**src/bcmp_pkg.sv**
```systemverilog
// Package with the modulus, reduction constants and table sizes of the binomial unit.
package bcmp_pkg;
   localparam int TableDepth = 4096;
   localparam int IdxWidth = $clog2(TableDepth);
   localparam int ResWidth = 30;
   localparam int ArgWidth = 21;

   typedef logic [ResWidth-1:0] residue_type;
   typedef logic [IdxWidth-1:0] index_type;

   localparam logic [29:0] ModP = 30'd998244353;
   localparam logic [29:0] ExpInv = 30'd998244351;
   // Barrett factor floor(2^60 / P).
   localparam logic [63:0] MuWide = (64'd1 << 60) / 64'd998244353;
   localparam logic [30:0] Mu = MuWide[30:0];

   localparam logic [2:0] ActBinom = 3'd0;
   localparam logic [2:0] ActArrange = 3'd1;
   localparam logic [2:0] ActFact = 3'd2;
   localparam logic [2:0] ActInvFact = 3'd3;
   localparam logic [2:0] ActInv = 3'd4;
endpackage

```
**src/bcmp_mulmod.sv**
```systemverilog
// Four-stage pipelined multiplier modulo P with Barrett reduction.
module bcmp_mulmod
   import bcmp_pkg::*;
(
   input  logic        clock,
   input  logic        reset,
   input  logic        in_valid,
   input  residue_type in_a,
   input  residue_type in_b,
   output logic        out_valid,
   output residue_type out_res
);
   logic [3:0]  valid_ff;
   logic [59:0] prod_ff;
   logic [61:0] q2_ff;
   logic [31:0] low_b_ff, low_c_ff;
   logic [31:0] qp_ff;
   residue_type res_ff;
   logic [31:0] diff;
   logic [31:0] two_p;
   logic [61:0] q3p_in;

   assign two_p = {1'b0, ModP, 1'b0};
   assign diff = low_c_ff - qp_ff;
   assign q3p_in = 62'(q2_ff[61:31]) * 62'(ModP);

   always_ff @(posedge clock) begin
      if (reset) begin
         valid_ff <= '0;
      end else begin
         valid_ff <= {valid_ff[2:0], in_valid};
      end
      prod_ff <= 60'(in_a) * 60'(in_b);
      q2_ff <= 62'(prod_ff[59:29]) * 62'(Mu);
      low_b_ff <= prod_ff[31:0];
      low_c_ff <= low_b_ff;
      qp_ff <= q3p_in[31:0];
      // The estimate is short by at most two times P.
      if (diff >= two_p) begin
         res_ff <= ResWidth'(diff - two_p);
      end else if (diff >= {2'b00, ModP}) begin
         res_ff <= ResWidth'(diff - {2'b00, ModP});
      end else begin
         res_ff <= ResWidth'(diff);
      end
   end

   assign out_valid = valid_ff[3];
   assign out_res = res_ff;
endmodule

```
**config.mk**
```make
export PLATFORM = sky130hd
export DESIGN_NAME = bcmp_mulmod
export DESIGN_NICKNAME = d
export VERILOG_FILES = /design/src/bcmp_pkg.sv /design/src/bcmp_mulmod.sv
export SDC_FILE = /design/constraint.sdc
export NUM_CORES = 2
export LEC_CHECK = 0
export ABC_AREA = 1
export CAP_MARGIN = 20
export CORE_ASPECT_RATIO = 0.6
export CORE_MARGIN = 2
export CORE_UTILIZATION = 44
export CTS_CLUSTER_SIZE = 40
export DETAILED_ROUTE_END_ITERATION = 8
export DONT_BUFFER_PORTS = 1
export PLACE_DENSITY = 0.61
export SLEW_MARGIN = 15
export SYNTH_ARGS = -nofsm -noshare
export SYNTH_HDL_FRONTEND = slang
export SYNTH_SLANG_ARGS = --single-unit
```
**constraint.sdc**
```tcl
create_clock -name clock -period 20.2 [get_ports clock]
set_input_delay 2.02 -clock clock [delete_from_list [all_inputs] [get_ports clock]]
set_output_delay 2.02 -clock clock [all_outputs]
set_load 0.005 [all_outputs]
```
==> results.sh <==
export IMPL_status="completed"
export IMPL_top_layer="met4"
export IMPL_synth_top_cell_by_area="fa_1"
export IMPL_yosysWarningCount=0
export IMPL_rsz0062_at_grt="false"
export IMPL_fin_skew_ns=0.03444
export IMPL_layout_drive_gt1_share=0.01507
export IMPL_synthCells=6846
export IMPL_end_kind="flop"
export IMPL_wl_met1_microns=78140
export IMPL_clk_latency_ns=0.56
export IMPL_setup_violations=0
export IMPL_cts_buffers=22
export IMPL_maxCapViolCount=0
export IMPL_placementRows=100
export IMPL_drc=0
export IMPL_required_ns=20.67
export IMPL_period_share=0.4291
export IMPL_ys_top_cells_by_area="fa_1 38%, ha_1 16%, inv_1 14%"
export IMPL_vias=41654
export IMPL_ios=94
export IMPL_die_area_sq_um=127000
export IMPL_post_route_min_period_ns=8.668
export IMPL_yosysTopAreaCellShare=0.3843
export IMPL_wl_per_cell_microns=18.96
export IMPL_multiInputGateArea_sq_um=41600
export IMPL_path_class="in2reg"
export IMPL_timing_setup_tns_ns=0
export IMPL_syn_avg_cell_area_sq_um=7.975
export IMPL_synth_seq_cells=221
export IMPL_hold_path_class="reg2reg"
export IMPL_grt_pass1_vias=42410
export IMPL_cts_resized_gates=0
export IMPL_viasPerCell=4.997
export IMPL_cts_path_max_buffers=3
export IMPL_path_clk_slew_ns=0.06
export IMPL_placeableCoreArea_sq_um=123500
export IMPL_postCtsHoldBufs=0
export IMPL_syn_nets=8672
export IMPL_dp_hpwl_microns=132100
export IMPL_grt_overflow=0
export IMPL_ys_flop_type="dfxtp_1"
export IMPL_grt_total_usage=0.2527
export IMPL_htreeDepth=1
export IMPL_layout_nets=8514
export IMPL_initial_core_util=0.4421
export IMPL_crit_path_start_kind="primary input"
export IMPL_grt_pass1_wl_microns=246900
export IMPL_die_w_microns=458.8
export IMPL_die_h_microns=276.9
export IMPL_first_iter_violations=3400
export IMPL_regArea_sq_um=4424
export IMPL_cts_sinks=221
export IMPL_drt_first_pass_iters=6
export IMPL_dr_wl_met2_microns=60360
export IMPL_root_buffer="clkbuf_16"
export IMPL_port_buffers=0
export IMPL_antenna_found_initial=4
export IMPL_drt_wl_total_microns=158100
export IMPL_hold_viol=0
export IMPL_met3_length_microns=17370
export IMPL_syn_area_sq_um=54600
export IMPL_cts_tree="done"
export IMPL_slew_headroom=0.2956
export IMPL_fmax_mhz=115.4
export IMPL_yosysSeqAreaShare=0.08103
export IMPL_cp_arrival_ns=9.14
export IMPL_crit_fanout=30
export IMPL_drv_slew=0
export IMPL_fillers=12181
export IMPL_async_reset_ff_frac=0
export IMPL_ant_nets=0
export IMPL_grt_max_degree=50
export IMPL_synth_edff_count=0
export IMPL_tightest_slew_ns=1.055
export IMPL_gp_congestion=0.9505
export IMPL_ys_types=41
export IMPL_post_cts_buffers=0
export IMPL_area_growth_pct=3.742
## layer usage
| metal | vias up | GRT usage |
|---|---|---|
| met5 | - | 0 |
| met4 | 0 | 0.03207 |
| met2 | 1637 | 0.3361 |
| li1 | 19395 | - |
| met1 | 20486 | 0.4038 |
| met3 | 136 | 0.07668 |
## logic make-up (layout without fill, tap and decap cells)
kind of cell	Yosys count	after routing	synth area share
buffers and inverters	2273	2129	0.1571
and+or+nand+nor	2056	2056	0.1494
adders and majority gates	1763	1763	0.5481
AOI/OAI and AO/OA	371	371	0.03806
DFF	221	221	0.08103
xor gates and xnor gates	162	162	0.02626
other	0	2	0
## stage by stage
stage	std cells	worst slack [ns]	cell area, sq um	utilization	hold slack, ns
after global routing	8334	11.29	56640	0.4586	0.3189
after CTS	8334	11.76	56640	0.4586	0.3047
after global placement	8296	11.30	55940	0.4530	0.3115
final	8336	11.53	56640	0.4587	0.3142
after detailed placement	8296	11.22	55940	0.4530	0.3121
after floorplan	6846	11.74	54600	-	0.3096
## state kept, by name, indices dropped and copies added, names as in the netlist
name and count:
low_c_ff 32, prod_ff 60, qp_ff 32, low_b_ff 32, valid_ff 4, q2_ff 31, out_res 30
## worst max-delay path, cell delays in order
cell and delay (ns):
nand2_1 0.06, inv_1 0.05, fa_1 0.56, fa_1 0.45, fa_1 0.52, inv_1 0.05, fa_1 0.48, inv_1 0.05
fa_1 0.50, inv_1 0.06, fa_1 0.52, inv_1 0.05, fa_1 0.49, inv_1 0.06, fa_1 0.50, inv_1 0.05
ha_1 0.38, nand2_1 0.20, nor2_1 0.19, inv_1 0.09, nor4_1 0.53, nand3_1 0.16, nand3_1 0.37, nand2_1 0.09
o211ai_1 0.16, a21oi_1 0.15, o21ai_0 0.21, xor2_1 0.15
## final cells by class
class | instances | share of cell area
well taps | 1632 | 0.03605
diodes | 2 | 0.00008836
clock buffers | 26 | 0.009985
inverters | 2083 | 0.1380
clock inverters | 12 | 0.002275
flip-flops and latches | 221 | 0.07811
multi-input cells | 4352 | 0.7344
repair buffers | 8 | 0.001060
## synthesized netlist by cell type, types with 5 or more instances
library cell,count
nand4_1,22
o21bai_1,14
nor2_1,243
nor2_2,15
nand3_1,93
ha_1,715
fa_1,1048
dfxtp_1,221
nand3_2,10
nand2_1,1606
o211ai_1,11
o21ai_0,86
o221ai_1,5
xor2_1,113
inv_2,9
a31oi_1,39
o21ai_1,15
inv_1,2071
and2_1,5
nor3_1,22
a21o_1,17
o21a_1,9
a21oi_1,167
xnor2_1,47
nand2_2,17
clkbuf_1,180
nor4_1,10
## cells in the final DEF, fill, tap and decap left out, drive strengths merged, types with 8 or more instances in the layout
cell	n
inv	2085
nand2	1623
fa	1048
ha	715
nor2	262
dfxtp	221
a21oi	168
xor2	113
nand3	103
o21ai	101
xnor2	49
a31oi	39
clkbuf	26
nor3	23
nand4	22
a21o	17
o21bai	14
o211ai	11
nor4	10
o21a	9
buf	8
## final timing paths
check / slack, ns / from / depth (start not counted) / endpoint
setup / recovery: 11.53 / in_a[13] / 28 / prod_ff[58]$_DFF_P_
hold / removal: 0.31 / prod_ff[21]$_DFF_P_ / 0 / low_b_ff[21]$_DFF_P_
setup reg to reg: 12.90 / prod_ff[43]$_DFF_P_ / 24 / q2_ff[59]$_DFF_P_
hold reg to reg: 0.31 / prod_ff[21]$_DFF_P_ / 0 / low_b_ff[21]$_DFF_P_
Power is left out: the tool's default activity adds up to more than one toggle a clock period on the data nets, which glitch-free logic cannot reach.
